<file path="src/design/tsfs_pkg.sv">
// ----------------------------------------------------------------------------
// Touch sample filter sequencer package
// Item types, command and mode codes, and register constants.
// ----------------------------------------------------------------------------
package tsfs_pkg;

  localparam int unsigned LimitW    = 10;
  localparam int unsigned SampleInW = 10;
  localparam int unsigned PosW      = 10;

  localparam logic [1:0] CMD_PEN_CHANGE = 2'd0;
  localparam logic [1:0] CMD_CONV_DONE  = 2'd1;
  localparam logic [1:0] CMD_TICK       = 2'd2;

  localparam logic [1:0] MODE_KEEP      = 2'd0;
  localparam logic [1:0] MODE_WAIT_DOWN = 2'd1;
  localparam logic [1:0] MODE_WAIT_UP   = 2'd2;
  localparam logic [1:0] MODE_MEASURE   = 2'd3;

  localparam logic [LimitW-1:0] LIMIT_RESET = LimitW'(10);

  typedef struct packed {
    logic [1:0]           command;
    logic                 pen_up;
    logic [SampleInW-1:0] x_sample;
    logic [SampleInW-1:0] y_sample;
  } tsfs_in_t;

  typedef struct packed {
    logic            report_valid;
    logic            touch_pressed;
    logic [PosW-1:0] x_position;
    logic [PosW-1:0] y_position;
    logic [1:0]      next_mode;
    logic            start_conversion;
    logic            arm_timer;
  } tsfs_out_t;

endpackage

</file>
<file path="src/design/tsfs_in_reg.sv">
// ----------------------------------------------------------------------------
// Touch sample filter input register
// Captures one event item and holds it until the sequencer takes it.
// ----------------------------------------------------------------------------
module tsfs_in_reg (
  input  logic              clk_i,
  input  logic              rst_ni,
  input  logic              in_valid_i,
  output logic              in_ready_o,
  input  tsfs_pkg::tsfs_in_t in_item_i,
  input  logic              advance_i,
  output logic              item_valid_o,
  output tsfs_pkg::tsfs_in_t item_o
);
  import tsfs_pkg::*;

  logic     valid_q;
  tsfs_in_t item_q;

  assign in_ready_o   = !valid_q || advance_i;
  assign item_valid_o = valid_q;
  assign item_o       = item_q;

  always_ff @(posedge clk_i or negedge rst_ni) begin
    if (!rst_ni) begin
      valid_q <= 1'b0;
    end else if (in_ready_o) begin
      valid_q <= in_valid_i;
    end
  end

  always_ff @(posedge clk_i) begin
    if (in_valid_i && in_ready_o) begin
      item_q <= in_item_i;
    end
  end

endmodule

</file>
<file path="src/design/tsfs_seq.sv">
// ----------------------------------------------------------------------------
// Touch sample filter sequencer step
// Sample stores, count, limit register and the single-pass filter decision.
// ----------------------------------------------------------------------------
module tsfs_seq #(
  parameter int unsigned SAMPLE_BITS = 10
) (
  input  logic                            clk_i,
  input  logic                            rst_ni,
  input  logic                            item_valid_i,
  input  tsfs_pkg::tsfs_in_t              item_i,
  input  logic                            advance_i,
  input  logic                            cfg_we_i,
  input  logic [tsfs_pkg::LimitW-1:0]     cfg_wdata_i,
  output tsfs_pkg::tsfs_out_t             result_o
);
  import tsfs_pkg::*;

  localparam int unsigned CmpW = (SAMPLE_BITS > LimitW) ? SAMPLE_BITS : LimitW;
  localparam int unsigned SumW = SAMPLE_BITS + 2;
  localparam logic [1:0]  LastIdx = 2'd3;

  logic [1:0]             count_q, count_d;
  logic [LimitW-1:0]      limit_q;
  logic [SAMPLE_BITS-1:0] x_store_q [3];
  logic [SAMPLE_BITS-1:0] y_store_q [3];
  logic [SAMPLE_BITS-1:0] xs, ys;
  logic [SAMPLE_BITS-1:0] xv [4];
  logic [SAMPLE_BITS-1:0] yv [4];
  logic                   x_ok, y_ok;
  logic [SumW-1:0]        x_sum, y_sum;
  logic                   store_we;
  logic                   proc;
  tsfs_out_t              res;

  function automatic logic [SAMPLE_BITS-1:0] dev(
    input logic [SAMPLE_BITS-1:0] s,
    input logic [SAMPLE_BITS-1:0] a,
    input logic [SAMPLE_BITS-1:0] b
  );
    logic [SAMPLE_BITS:0]   sum;
    logic [SAMPLE_BITS-1:0] m;
    sum = {1'b0, a} + {1'b0, b};
    m   = sum[SAMPLE_BITS:1];
    return (s > m) ? (s - m) : (m - s);
  endfunction

  assign proc = item_valid_i && advance_i;
  assign xs   = SAMPLE_BITS'(item_i.x_sample);
  assign ys   = SAMPLE_BITS'(item_i.y_sample);

  always_comb begin
    for (int i = 0; i < 3; i++) begin
      xv[i] = x_store_q[i];
      yv[i] = y_store_q[i];
    end
    xv[3] = xs;
    yv[3] = ys;
  end

  assign x_ok = (CmpW'(dev(xv[2], xv[0], xv[1])) <= CmpW'(limit_q)) &&
                (CmpW'(dev(xv[3], xv[1], xv[2])) <= CmpW'(limit_q));
  assign y_ok = (CmpW'(dev(yv[2], yv[0], yv[1])) <= CmpW'(limit_q)) &&
                (CmpW'(dev(yv[3], yv[1], yv[2])) <= CmpW'(limit_q));

  assign x_sum = SumW'(xv[0]) + SumW'(xv[1]) + SumW'(xv[2]) + SumW'(xv[3]);
  assign y_sum = SumW'(yv[0]) + SumW'(yv[1]) + SumW'(yv[2]) + SumW'(yv[3]);

  always_comb begin
    res      = '0;
    count_d  = count_q;
    store_we = 1'b0;
    case (item_i.command) inside
      CMD_PEN_CHANGE, CMD_TICK: begin
        if (item_i.pen_up) begin
          res.report_valid = 1'b1;
          res.next_mode    = MODE_WAIT_DOWN;
        end else begin
          res.next_mode        = MODE_MEASURE;
          res.start_conversion = 1'b1;
        end
      end
      CMD_CONV_DONE: begin
        if (item_i.pen_up) begin
          res.report_valid = 1'b1;
          res.next_mode    = MODE_WAIT_DOWN;
          count_d          = '0;
        end else begin
          store_we = (count_q != LastIdx);
          if (count_q == LastIdx) begin
            if (x_ok && y_ok) begin
              res.report_valid  = 1'b1;
              res.touch_pressed = 1'b1;
              res.x_position    = PosW'(x_sum[SumW-1:2]);
              res.y_position    = PosW'(y_sum[SumW-1:2]);
            end
            count_d       = '0;
            res.next_mode = MODE_WAIT_UP;
            res.arm_timer = 1'b1;
          end else begin
            count_d              = count_q + 2'd1;
            res.next_mode        = MODE_MEASURE;
            res.start_conversion = 1'b1;
          end
        end
      end
      default: begin
      end
    endcase
  end

  assign result_o = res;

  always_ff @(posedge clk_i or negedge rst_ni) begin
    if (!rst_ni) begin
      count_q <= '0;
      limit_q <= LIMIT_RESET;
    end else begin
      if (proc) begin
        count_q <= count_d;
      end
      if (cfg_we_i) begin
        limit_q <= cfg_wdata_i;
      end
    end
  end

  always_ff @(posedge clk_i) begin
    if (proc && store_we) begin
      x_store_q[count_q] <= xs;
      y_store_q[count_q] <= ys;
    end
  end

  a_press_ends_burst: assert property (@(posedge clk_i) disable iff (!rst_ni)
    proc && res.touch_pressed |->
      res.report_valid && res.arm_timer && (res.next_mode == MODE_WAIT_UP))
    else $error("press report without wait-for-pen-up and timer re-arm");

  a_conv_measures: assert property (@(posedge clk_i) disable iff (!rst_ni)
    proc && res.start_conversion |-> (res.next_mode == MODE_MEASURE) && !res.report_valid)
    else $error("conversion requested outside measure mode");

  a_count_idle: assert property (@(posedge clk_i) disable iff (!rst_ni)
    !proc |=> $stable(count_q))
    else $error("sample count moved without an item");

  a_fourth_clears: assert property (@(posedge clk_i) disable iff (!rst_ni)
    proc && (item_i.command == CMD_CONV_DONE) && (item_i.pen_up || count_q == LastIdx)
      |=> count_q == 2'd0)
    else $error("sample count not cleared");

endmodule

</file>
<file path="src/design/tsfs_out_reg.sv">
// ----------------------------------------------------------------------------
// Touch sample filter result register
// Holds one result item until the consumer takes it.
// ----------------------------------------------------------------------------
module tsfs_out_reg (
  input  logic                clk_i,
  input  logic                rst_ni,
  input  logic                res_valid_i,
  input  tsfs_pkg::tsfs_out_t res_i,
  output logic                advance_o,
  output logic                out_valid_o,
  input  logic                out_ready_i,
  output tsfs_pkg::tsfs_out_t out_item_o
);
  import tsfs_pkg::*;

  logic      valid_q;
  tsfs_out_t item_q;

  assign advance_o   = !valid_q || out_ready_i;
  assign out_valid_o = valid_q;
  assign out_item_o  = item_q;

  always_ff @(posedge clk_i or negedge rst_ni) begin
    if (!rst_ni) begin
      valid_q <= 1'b0;
    end else if (advance_o) begin
      valid_q <= res_valid_i;
    end
  end

  always_ff @(posedge clk_i) begin
    if (advance_o && res_valid_i) begin
      item_q <= res_i;
    end
  end

endmodule

</file>
<file path="src/design/touch_sample_filter_sequencer_core.sv">
// ----------------------------------------------------------------------------
// Touch sample filter sequencer core
// Event sequencer for a touch panel with four-sample deviation filtering.
//
//   Channel | Signals                                  | Direction
//   --------+------------------------------------------+----------
//   in      | in_valid_i, in_ready_o, in_item_i        | event in
//   out     | out_valid_o, out_ready_i, out_item_o     | result out
//   cfg     | cfg_we_i, cfg_wdata_i                    | limit write
//
// One item per cycle sustained while out_ready_i is high; each item passes the input
// register, then the result register. Each event gives exactly one result item.
// Reset clears the sample count and sets the deviation limit to 10.
// A stalled result register holds the input register, which holds in_ready_o.
// ----------------------------------------------------------------------------
module touch_sample_filter_sequencer_core #(
  parameter int unsigned SAMPLE_BITS = 10
) (
  input  logic                        clk_i,
  input  logic                        rst_ni,
  input  logic                        in_valid_i,
  output logic                        in_ready_o,
  input  tsfs_pkg::tsfs_in_t          in_item_i,
  output logic                        out_valid_o,
  input  logic                        out_ready_i,
  output tsfs_pkg::tsfs_out_t         out_item_o,
  input  logic                        cfg_we_i,
  input  logic [tsfs_pkg::LimitW-1:0] cfg_wdata_i
);
  import tsfs_pkg::*;

  logic      advance;
  logic      item_valid;
  tsfs_in_t  item;
  tsfs_out_t result;

  tsfs_in_reg u_in_reg (
    .clk_i        (clk_i),
    .rst_ni       (rst_ni),
    .in_valid_i   (in_valid_i),
    .in_ready_o   (in_ready_o),
    .in_item_i    (in_item_i),
    .advance_i    (advance),
    .item_valid_o (item_valid),
    .item_o       (item)
  );

  tsfs_seq #(
    .SAMPLE_BITS (SAMPLE_BITS)
  ) u_seq (
    .clk_i        (clk_i),
    .rst_ni       (rst_ni),
    .item_valid_i (item_valid),
    .item_i       (item),
    .advance_i    (advance),
    .cfg_we_i     (cfg_we_i),
    .cfg_wdata_i  (cfg_wdata_i),
    .result_o     (result)
  );

  tsfs_out_reg u_out_reg (
    .clk_i       (clk_i),
    .rst_ni      (rst_ni),
    .res_valid_i (item_valid),
    .res_i       (result),
    .advance_o   (advance),
    .out_valid_o (out_valid_o),
    .out_ready_i (out_ready_i),
    .out_item_o  (out_item_o)
  );

endmodule
</file>
<file path="config.mk">
export PLATFORM = sky130hd
export DESIGN_NAME = touch_sample_filter_sequencer_core
export DESIGN_NICKNAME = d
export VERILOG_FILES = /design/src/design/tsfs_pkg.sv /design/src/design/tsfs_in_reg.sv /design/src/design/tsfs_seq.sv /design/src/design/tsfs_out_reg.sv /design/src/design/touch_sample_filter_sequencer_core.sv
export SDC_FILE = /design/constraint.sdc
export NUM_CORES = 1
export LEC_CHECK = 0
export BUFFER_PORTS_ARGS = -buffer_cell sky130_fd_sc_hd__buf_2
export CAP_MARGIN = 40
export CORE_ASPECT_RATIO = 1.75
export CORE_MARGIN = 2
export CORE_UTILIZATION = 30
export DETAILED_ROUTE_END_ITERATION = 8
export GPL_TIMING_DRIVEN = 0
export HOLD_SLACK_MARGIN = 0.05
export PLACE_DENSITY = 0.55
export SLEW_MARGIN = 10
export SYNTH_ARGS = -nofsm -noshare
export SYNTH_HDL_FRONTEND = slang
export SYNTH_HIERARCHICAL = 1
export SYNTH_SLANG_ARGS = --single-unit
</file>
<file path="constraint.sdc">
create_clock -name clk_i -period 7.75 [get_ports clk_i]
set_input_delay 0 -clock clk_i [delete_from_list [all_inputs] [get_ports clk_i]]
set_output_delay 0 -clock clk_i [all_outputs]
set_load 0.1 [all_outputs]
</file>
==> flow_metrics.tcl, run 1 <==
set metrics [dict create \
    first_global_vias 9141 \
    row_count 95 \
    io_pins 66 \
    drtAntennaViolNets 0 \
    post_cts_buffers 0 \
    drc 0 \
    syn_to_final_growth_pct 17.7 \
    antenna_found_initial 0 \
    layout_commonest_cell "ha_1" \
    fin_cells 1728 \
    ys_ff_latch 123 \
    final_cell_mix "ha_1 (178), edfxtp_1 (109), inv_1 (93)" \
    crit_path_end_kind "flip-flop" \
    crit_type "reg -> reg" \
    finalClockSkew_ns 0.00986 \
    hold_class "in -> async" \
    yosysUniqueCellTypes 71 \
    htreeDepth 4 \
    path_buf_inv 2 \
    drive_gt1_share_pct 11.1 \
    fin_crit_ns 6.60 \
    slew_headroom_pct 47.0 \
    n_antenna_cell 0 \
    synth-seq-area-share_pct 31.2 \
    finalMaxSlewViolations 0 \
    cts_resized 0 \
    grt_pass1_wl_mm 48.1 \
    wl_per_cell_um 17.9 \
    hold_buffers 47 \
    tns_ns 0 \
    gp_congestion 0.872 \
    critPathSlowestCell "nor4_4" \
    rsz0062_at_grt "no" \
    status "complete, no violations" \
    synth-edff-count 109 \
    coreArea_um2 38300 \
    worstPathMaxFanout 10 \
    yosysWarnings 6 \
    maxCapViolCount 0 \
    cts-root-buf "clkbuf_16" \
    die_area_um2 40400 \
    placed_area_um2 12600 \
    die_w_um 153 \
    drt_iter0_drc 320 \
    cp_common_cell "ha_1" \
    io_buffer_count 64 \
    start_util_pct 30.4 \
    place_inst 1649 \
    powerDensity_nw_per_um2 167 \
    fin_crit_sh_pct 85.2 \
    wl_mm 30.8 \
    synth-async-reset-ratio_pct 11.4 \
    numClockSinks 123 \
    syn-cell-area_um2 11600 \
    worstMarginPinSlew_ns 0.793 \
    cts_buffers 17 \
    syn_nets 1365 \
    dp_hpwl_mm 25.2 \
    synth_cells 1097 \
    vias 8644 \
    synth_ff_type "edfxtp_1" \
    grt_max_degree 27 \
    cpLargestDelayFamily "compound AO/OA/AOI/OAI gates" \
    gr-total-overflow 0 \
    tritoncts "done" \
    nets 1498 \
    setup_viol 0 \
    start_kind "flip-flop" \
    crit_required_ns 8.06 \
    fin_area_um2 13700 \
    slowest_delay_ns 0.68 \
    clk_path_buf_depth 2 \
    fin_util_pct 35.7 \
    whs_ns 0.103 \
    worstSkewPairLatency_ns 0.44 \
    hold_viol 0 \
    die_h_um 264 \
    cellLeakagePower_nw 5.88 \
    grt_usage_pct 15.6 \
    max_freq_mhz 151 \
    arrival_ns 6.91 \
    synth.avg_cell_area_um2 10.6 \
    crit_chain "ha_1 > a31o_1 > a31o_1 > and4_1 > a2111oi_2 > a21oi_1 > xor2_1 > ha_1 > and4_1 > nand3_1 > nand3_1 > o21ai_1 > buf_2 > a211oi_1 > nor4_1 > ha_1 > nand4_1 > a211oi_1 > a2111oi_4 > o22ai_2 > nor4_4 > buf_6 > and2_1" \
    vdd_drop_max_mv 0.148 \
    viasPerCell 5.00 \
    r2r_slack_ns 1.15 \
    dr.pass1.iters 5 \
    clk_transition_reported_paths_ns 0.06 \
]
sequential cells by signal (all words and copies together) (netlist names):
signal,count
u_in_reg/item_valid_o,1
u_seq/x_store_q,30
u_out_reg/out_valid_o,1
u_out_reg/out_item_o,26
u_in_reg/item_o,23
u_seq/y_store_q,30
u_seq/count_q,2
u_seq/limit_q,10
kinds of logic (layout without fill, tap and decap cells):
group	Yosys count	count (layout)	synth area share, %
AO/OA/AOI/OAI	256	256	14.9
XOR/XNOR	87	87	6.56
adder cells (fa/ha/maj)	230	230	28.1
buffers and inverters	107	253	3.58
flip-flops	123	123	31.2
multiplexers	37	37	3.22
AND/OR/NAND/NOR	257	257	12.5
per-stage QoR:
step                      total power, mW  setup slack, ns
after floorplan                      1.29             2.34
after global placement               1.44             1.14
after detailed placement             1.45             1.09
after CTS                            2.31             1.07
after global routing                 2.40            0.628
final                                2.28             1.15
cell usage after synthesis (9+ instances only):
cell type  instances  area (um^2)
nand2b_1          30          188
o21a_1            18          135
nand3_1           10         50.1
nor2b_1           20          125
inv_1             93          349
xor2_1            43          377
nor3_1            13         65.1
dfrtp_1           12          300
a31o_1             9         78.8
a21o_1            20          150
nor2_1            58          218
edfxtp_1         109         3270
mux2i_1           34          340
a21oi_1           76          380
nand2_1           45          169
ha_1             178         2230
xnor2_1           44          385
nand4_1           11         68.8
a211oi_1           9         67.6
o41ai_1           11         96.3
o21ai_1           21          105
fa_1              52         1040
and2_1            24          150
o21ai_0           47          235
metal layers:
| metal | GRT usage, % | wire length [um] | vias up |
|---|---|---|---|
| met2 | 31.9 | 18000 | 136 |
| met4 | 9.91 | 1970 | 0 |
| li1 | - | - | 4216 |
| met5 | 0 | 0 | - |
| met3 | 2.23 | 604 | 62 |
| met1 | 13.7 | 10300 | 4230 |
final timing paths:
kind | startpoint | to | depth (start not counted)
max in group asynchronous | rst_ni | u_seq/limit_q[7]$_DFFE_PN0P_ | 3
worst max-delay path | u_seq/x_store_q[2][1]$_DFFE_PP_ | u_out_reg/out_item_o[18]$_DFFE_PP_ | 23
worst max register to register | u_seq/x_store_q[2][1]$_DFFE_PP_ | u_out_reg/out_item_o[18]$_DFFE_PP_ | 23
min in group clk_i | cfg_we_i | u_seq/limit_q[8]$_DFFE_PN0P_ | 4
worst min register to register | u_out_reg/out_valid_o$_DFFE_PN0P_ | u_out_reg/out_valid_o$_DFFE_PN0P_ | 2
worst min-delay path | rst_ni | u_seq/limit_q[1]$_DFFE_PN1P_ | 2
where the power goes:
| group | leakage, nW | switching (mW) | internal (mW) |
|---|---|---|---|
| sequential | 1.18 | 0.0308 | 0.758 |
| combinational | 4.41 | 0.407 | 0.260 |
| clock | 0.286 | 0.318 | 0.507 |
| total | 5.88 | 0.755 | 1.53 |
cell type report:
cell class,count,area [um^2]
sequential,123,3630
buffer,14,66.3
fill,3854,24600
inverter,93,349
multi-input combinational,867,7580
tap,485,607
clock buffer,19,433
clock inverter,13,166
timing repair buffer,114,848
worst register-to-register path, stage by stage (launching register included):
cell and delay (ns):
edfxtp_1 0.53, ha_1 0.33, a31o_1 0.24, a31o_1 0.24, and4_1 0.21, a2111oi_2 0.42, a21oi_1 0.19, xor2_1 0.18
ha_1 0.38, and4_1 0.21, nand3_1 0.12, nand3_1 0.09, o21ai_1 0.22, buf_2 0.35, a211oi_1 0.08, nor4_1 0.46
ha_1 0.33, nand4_1 0.14, a211oi_1 0.09, a2111oi_4 0.34, o22ai_2 0.26, nor4_4 0.68, buf_6 0.24, and2_1 0.14
Note: power is estimated with default switching activity, not from simulation.
==> run 2: changes to the inputs <==
- CORE_UTILIZATION: 30 -> 55
- PLACE_DENSITY: 0.55 -> 0.83
- SLEW_MARGIN: 10 -> not set
==> run 2 against run 1 <==
Compared with the run above:
- sequential cell count unchanged
- sequential share of layout area up 0.72 points
- critical path depth unchanged
- critical endpoint is now u_out_reg/out_item_o[19]$_DFFE_PP_
- largest cell class unchanged
==> flow_metrics.tcl, run 2 (synthesized netlist as in run 1, its figures left out) <==
set metrics [dict create \
    tns_ns 0 \
    fin_ws_ns 0.897 \
    coreArea_um2 20800 \
    drt_iter0_drc 496 \
    io_pins 66 \
    syn_to_final_growth_pct 14.6 \
    die_w_um 114 \
    cpLargestDelayFamily "compound AO/OA/AOI/OAI gates" \
    layout_commonest_cell "ha_1" \
    cts_buffers 17 \
    dr.pass1.iters 5 \
    drc 0 \
    drtAntennaViolNets 0 \
    gp_congestion 0.930 \
    hold_viol 0 \
    viasPerCell 6.07 \
    multi_input_area_um2 7580 \
    slowest_delay_ns 0.71 \
    numClockSinks 123 \
    power.total_mw 2.22 \
    gr-total-overflow 0 \
    die_area_um2 22300 \
    start_kind "flip-flop" \
    row_count 70 \
    cts-root-buf "clkbuf_16" \
    cp_common_cell "ha_1" \
    grt_max_degree 27 \
    worstSkewPairLatency_ns 0.44 \
    critPathSlowestCell "nor4_4" \
    cellLeakagePower_nw 5.85 \
    setup_viol 0 \
    crit_type "reg -> reg" \
    path_buf_inv 4 \
    antenna_found_initial 1 \
    crit_required_ns 8.05 \
    first_global_vias 9589 \
    hold_class "in -> async" \
    fin_crit_sh_pct 88.4 \
    finalMaxSlewViolations 0 \
    maxCapViolCount 0 \
    register_area_um2 3630 \
    arrival_ns 7.16 \
    rsz0062_at_grt "no" \
    io_buffer_count 64 \
    crit_path_end_kind "flip-flop" \
    slew_headroom_pct 39.6 \
    vdd_drop_max_mv 0.178 \
    post_cts_buffers 0 \
    finalClockSkew_ns 0.00946 \
    fin_crit_ns 6.85 \
    start_util_pct 55.7 \
    status "complete, no violations" \
    dp_hpwl_mm 23.3 \
    worstMarginPinSlew_ns 0.900 \
    max_freq_mhz 146 \
    nets 1496 \
    clk_transition_reported_paths_ns 0.06 \
    grt_pass1_wl_mm 48.3 \
    grt_usage_pct 28.5 \
    die_h_um 196 \
    final_cell_mix "ha_1 (178), edfxtp_1 (109), inv_1 (93)" \
    drive_gt1_share_pct 11.3 \
    nFillCells 1594 \
    wl_mm 31.0 \
    crit_chain "ha_1 > a31o_1 > a31o_1 > and4_1 > a2111oi_2 > xnor2_1 > ha_1 > clkbuf_1 > a21o_1 > o41ai_1 > o21ai_1 > buf_2 > mux2i_1 > xor2_1 > ha_1 > a21oi_1 > o21ai_1 > a2111oi_1 > buf_1 > o21ai_2 > nor4_4 > buf_6 > and2_1" \
    tritoncts "done" \
    vias 9072 \
    wl_per_cell_um 20.7 \
    worstPathMaxFanout 10 \
    post-place-ws_ns 1.14 \
    clk_path_buf_depth 2 \
    htreeDepth 4 \
    powerDensity_nw_per_um2 167 \
]
==> run 2: cell types whose count changed in the layout (fill, tap and decap cells not counted), sizes merged <==
| cell | change |
|---|---|
| clkbuf | -1 |
| dlygate4sd3 | -3 |
| bufinv | -2 |
| diode | +1 |
| clkinvlp | +2 |
| buf | +1 |
| inv | -1 |
| clkinv | +2 |
==> run 2: path summary, 6_finish.rpt <==
path	start	end	slack, ns	depth (start not counted)
max in group asynchronous	rst_ni	u_out_reg/out_valid_o$_DFFE_PN0P_	6.65	3
min in group clk_i	cfg_we_i	u_seq/limit_q[3]$_DFFE_PN1P_	0.18	3
worst min register to register	u_in_reg/item_o[0]$_DFFE_PP_	u_seq/y_store_q[1][0]$_DFFE_PP_	0.57	0
worst max register to register	u_seq/y_store_q[2][1]$_DFFE_PP_	u_out_reg/out_item_o[19]$_DFFE_PP_	0.90	23
worst min-delay path	rst_ni	u_seq/limit_q[1]$_DFFE_PN1P_	0.08	2
worst max-delay path	u_seq/y_store_q[2][1]$_DFFE_PP_	u_out_reg/out_item_o[19]$_DFFE_PP_	0.90	23
==> run 2: what timing repair did <==
item,4_1_cts,5_1_grt
resized for setup,0,0
hold buffers,44,0
hold endpoints to repair,50,0
setup endpoints to repair,0,0
==> run 2: routing by layer <==
metal  GRT usage [%]  vias up  wire (um)
met4            23.6        0       2920
met2            54.1      303      16900
met3            4.66      145       1090
met1            25.5     4397      10100
met5               0        -          0
li1                -     4227          -
==> run 2: power breakdown <==
| part | switching (mW) | internal (mW) |
|---|---|---|
| registers | 0.0325 | 0.758 |
| clock network | 0.317 | 0.440 |
| logic | 0.413 | 0.261 |
==> run 2: final cells by class <==
type | instances | area share [%]
sequential | 123 | 27.2
clock inverter | 14 | 0.931
multi-input combinational | 867 | 56.9
inverter | 93 | 2.62
clock buffer | 18 | 3.22
timing repair buffer | 112 | 6.18
antenna | 1 | 0.0188
tap | 252 | 2.37
buffer | 14 | 0.498
==> run 2: through the flow <==
stage                     area, um^2  instances  hold WS, ns  utilization, %
after global placement         12300       1413      -0.0867            58.8
final                          13300       1494       0.0768            63.9
after detailed placement       12300       1417      -0.0846            59.1
after global routing           13300       1494       0.0865            63.9
after CTS                      13300       1493       0.0543            63.8
after floorplan                11600       1097       -0.296               -
==> run 2: worst register-to-register path, cell delays in order (launching register included) <==
cell	delay, ns
edfxtp_1	0.56
ha_1	0.36
a31o_1	0.21
a31o_1	0.29
and4_1	0.24
a2111oi_2	0.50
xnor2_1	0.20
ha_1	0.26
clkbuf_1	0.18
a21o_1	0.22
o41ai_1	0.44
o21ai_1	0.12
buf_2	0.23
mux2i_1	0.22
xor2_1	0.18
ha_1	0.27
a21oi_1	0.14
o21ai_1	0.07
a2111oi_1	0.39
buf_1	0.33
o21ai_2	0.18
nor4_4	0.71
buf_6	0.26
and2_1	0.16
==> run 3: changes to the inputs <==
- CORE_UTILIZATION: 55 -> 63
- PLACE_DENSITY: 0.83 -> 0.82
==> run 3 against run 2 <==
Compared with the run above:
- first-iteration DRC count decreased by 25%
- combinational power about the same
- non-clock buffer count decreased by 4
- die area decreased by 12%
- register-to-register slack got worse by 0.03 ns
- critical path depth unchanged
- clock power increased by 11%
- design area about the same
- sequential share of layout area about the same
- sequential power about the same
- final cell count decreased by 1.5%
- largest power group is now the clock network
- highest routed layer unchanged
==> flow_metrics.tcl, run 3 (synthesized netlist as in run 1, its figures left out) <==
set metrics [dict create \
    status "complete, no violations" \
    fin_ws_ns 0.869 \
    wl_mm 31.1 \
    row_count 65 \
    powerDensity_nw_per_um2 173 \
    io_buffer_count 64 \
    start_kind "flip-flop" \
    arrival_ns 7.18 \
    setup_viol 0 \
    hold_class "in -> async" \
    finalMaxSlewViolations 0 \
    drive_gt1_share_pct 11.3 \
    hold_viol 0 \
    die_area_um2 19600 \
    cpLargestDelayFamily "compound AO/OA/AOI/OAI gates" \
    p_int_mw 1.53 \
    die_h_um 184 \
    p_sw_share_pct 33.6 \
    worstMarginPinSlew_ns 0.935 \
    path_buf_inv 3 \
    cts_resized 0 \
    htreeDepth 4 \
    reg2reg_depth 23 \
    coreArea_um2 18100 \
    slowest_delay_ns 0.73 \
    critPathSlowestCell "nor4_4" \
    drc 0 \
    grt_usage_pct 33.6 \
    dp_hpwl_mm 23.4 \
    tritoncts "done" \
    vdd_drop_max_mv 0.338 \
    crit_path_end_kind "flip-flop" \
    first_global_vias 9714 \
    io_pins 66 \
    slew_headroom_pct 37.2 \
    fin_crit_ns 6.88 \
    p_comb_share_pct 29.2 \
    clk_transition_reported_paths_ns 0.06 \
    crit_type "reg -> reg" \
    finalClockSkew_ns 0.0133 \
    wl_met1_mm 9.76 \
    r2r_start "u_seq/y_store_q[2][1]$_DFFE_PP_" \
    vias 9086 \
    wl_per_cell_um 21.2 \
    seq_power_share_pct 34.3 \
    wl_met3_mm 1.32 \
    hold_buffers 40 \
    post_cts_buffers 0 \
    gr-total-overflow 0 \
    r2r_slack_ns 0.87 \
    dr.pass1.iters 5 \
    syn_to_final_growth_pct 14.6 \
    drt_iter0_drc 374 \
    rsz0062_at_grt "no" \
    wl_met2_mm 16.9 \
    layout_commonest_cell "ha_1" \
    whs_ns 0.0710 \
    crit_required_ns 8.05 \
    max_freq_mhz 145 \
    cts-root-buf "clkbuf_16" \
    rr_endpoint "u_out_reg/out_item_o[16]$_DFFE_PP_" \
    drtAntennaViolNets 0 \
    switchingPower_mw 0.774 \
    final_cell_mix "ha_1 (178), edfxtp_1 (109), inv_1 (93)" \
    gp_congestion 0.934 \
    tns_ns 0 \
    routed.top_layer "met4" \
    fin_util_pct 73.7 \
    die_w_um 107 \
    start_util_pct 64.3 \
    worstSkewPairLatency_ns 0.44 \
    numClockSinks 123 \
    crit_chain "fa_1 > a21o_1 > a21oi_1 > nor2b_1 > o21a_1 > o211ai_1 > xnor2_1 > ha_1 > nand4_1 > o311ai_0 > o21ai_1 > buf_2 > mux2i_1 > xor2_1 > ha_1 > nand4_1 > a211oi_1 > a2111oi_1 > buf_1 > o21ai_2 > nor4_4 > buf_6 > and2_1" \
    viasPerCell 6.17 \
    worstPathMaxFanout 10 \
    p_clk_share_pct 36.5 \
    antenna_found_initial 0 \
    grt_pass1_wl_mm 49.3 \
    grt_max_degree 27 \
    cellLeakagePower_nw 5.87 \
    clk_path_buf_depth 2 \
    post-place-ws_ns 1.05 \
    fin_crit_sh_pct 88.8 \
    nets 1492 \
    cts_buffers 17 \
    maxCapViolCount 0 \
]
## run 3: cell types whose count changed in the layout (fill, tap and decap cells not counted)
cell	change
inv_8	+2
clkinv_2	-4
bufinv_16	+2
dlygate4sd3_1	-4
inv_6	+1
clkinvlp_4	-1
## run 3: area by class of cell
| class | count | area (um^2) |
|---|---|---|
| Multi-Input combinational cell | 867 | 7580 |
| Fill cell | 1269 | 4740 |
| Sequential cell | 123 | 3630 |
| Timing Repair Buffer | 108 | 782 |
| Clock buffer | 18 | 429 |
| Inverter | 93 | 349 |
| Tap cell | 234 | 293 |
| Clock inverter | 14 | 188 |
| Buffer | 14 | 66.3 |
| Antenna cell | 1 | 2.50 |
## run 3: power by group through the flow
stage / clock network, mW / logic [mW] / registers [mW]
global placement: 0 / 0.610 / 0.800
finish: 0.842 / 0.674 / 0.790
CTS: 0.842 / 0.659 / 0.789
detailed placement: 0 / 0.636 / 0.802
floorplan: 0 / 0.425 / 0.860
global route: 0.873 / 0.739 / 0.793
## run 3: per-stage QoR
stage	power (mW)	instances	area, um^2
final	2.31	1472	13300
after global routing	2.41	1471	13300
after global placement	1.41	1395	12200
after detailed placement	1.44	1399	12300
after CTS	2.29	1471	13300
after floorplan	1.29	1097	11600
## run 3: how the worst max path moves through the flow
stage                                          to                            start  depth (start not counted)  slack, ns
3_3_place_gp   u_out_reg/out_item_o[16]$_DFFE_PP_  u_seq/y_store_q[2][1]$_DFFE_PP_                         22       0.82
6_report       u_out_reg/out_item_o[16]$_DFFE_PP_  u_seq/y_store_q[2][1]$_DFFE_PP_                         23       0.87
5_1_grt        u_out_reg/out_item_o[16]$_DFFE_PP_  u_seq/y_store_q[2][0]$_DFFE_PP_                         25       0.58
3_5_place_dp   u_out_reg/out_item_o[16]$_DFFE_PP_  u_seq/x_store_q[0][0]$_DFFE_PP_                         24       1.05
2_1_floorplan  u_out_reg/out_item_o[16]$_DFFE_PP_  u_seq/x_store_q[1][1]$_DFFE_PP_                         23       2.34
4_1_cts        u_out_reg/out_item_o[16]$_DFFE_PP_  u_seq/x_store_q[0][0]$_DFFE_PP_                         24       1.01
## run 3: worst register-to-register path: stages (launching register included)
cell,delay [ns]
edfxtp_1,0.56
fa_1,0.52
a21o_1,0.20
a21oi_1,0.38
nor2b_1,0.10
o21a_1,0.21
o211ai_1,0.37
xnor2_1,0.12
ha_1,0.43
nand4_1,0.24
o311ai_0,0.37
o21ai_1,0.08
buf_2,0.22
mux2i_1,0.20
xor2_1,0.19
ha_1,0.27
nand4_1,0.18
a211oi_1,0.10
a2111oi_1,0.40
buf_1,0.26
o21ai_2,0.15
nor4_4,0.73
buf_6,0.28
and2_1,0.17
## run 3: per-layer routing
metal  up-vias  GRT usage [%]
met5         -              0
met1      4372           30.0
met2       348           62.4
met3       149           6.13
met4         0           29.7
li1       4217              -
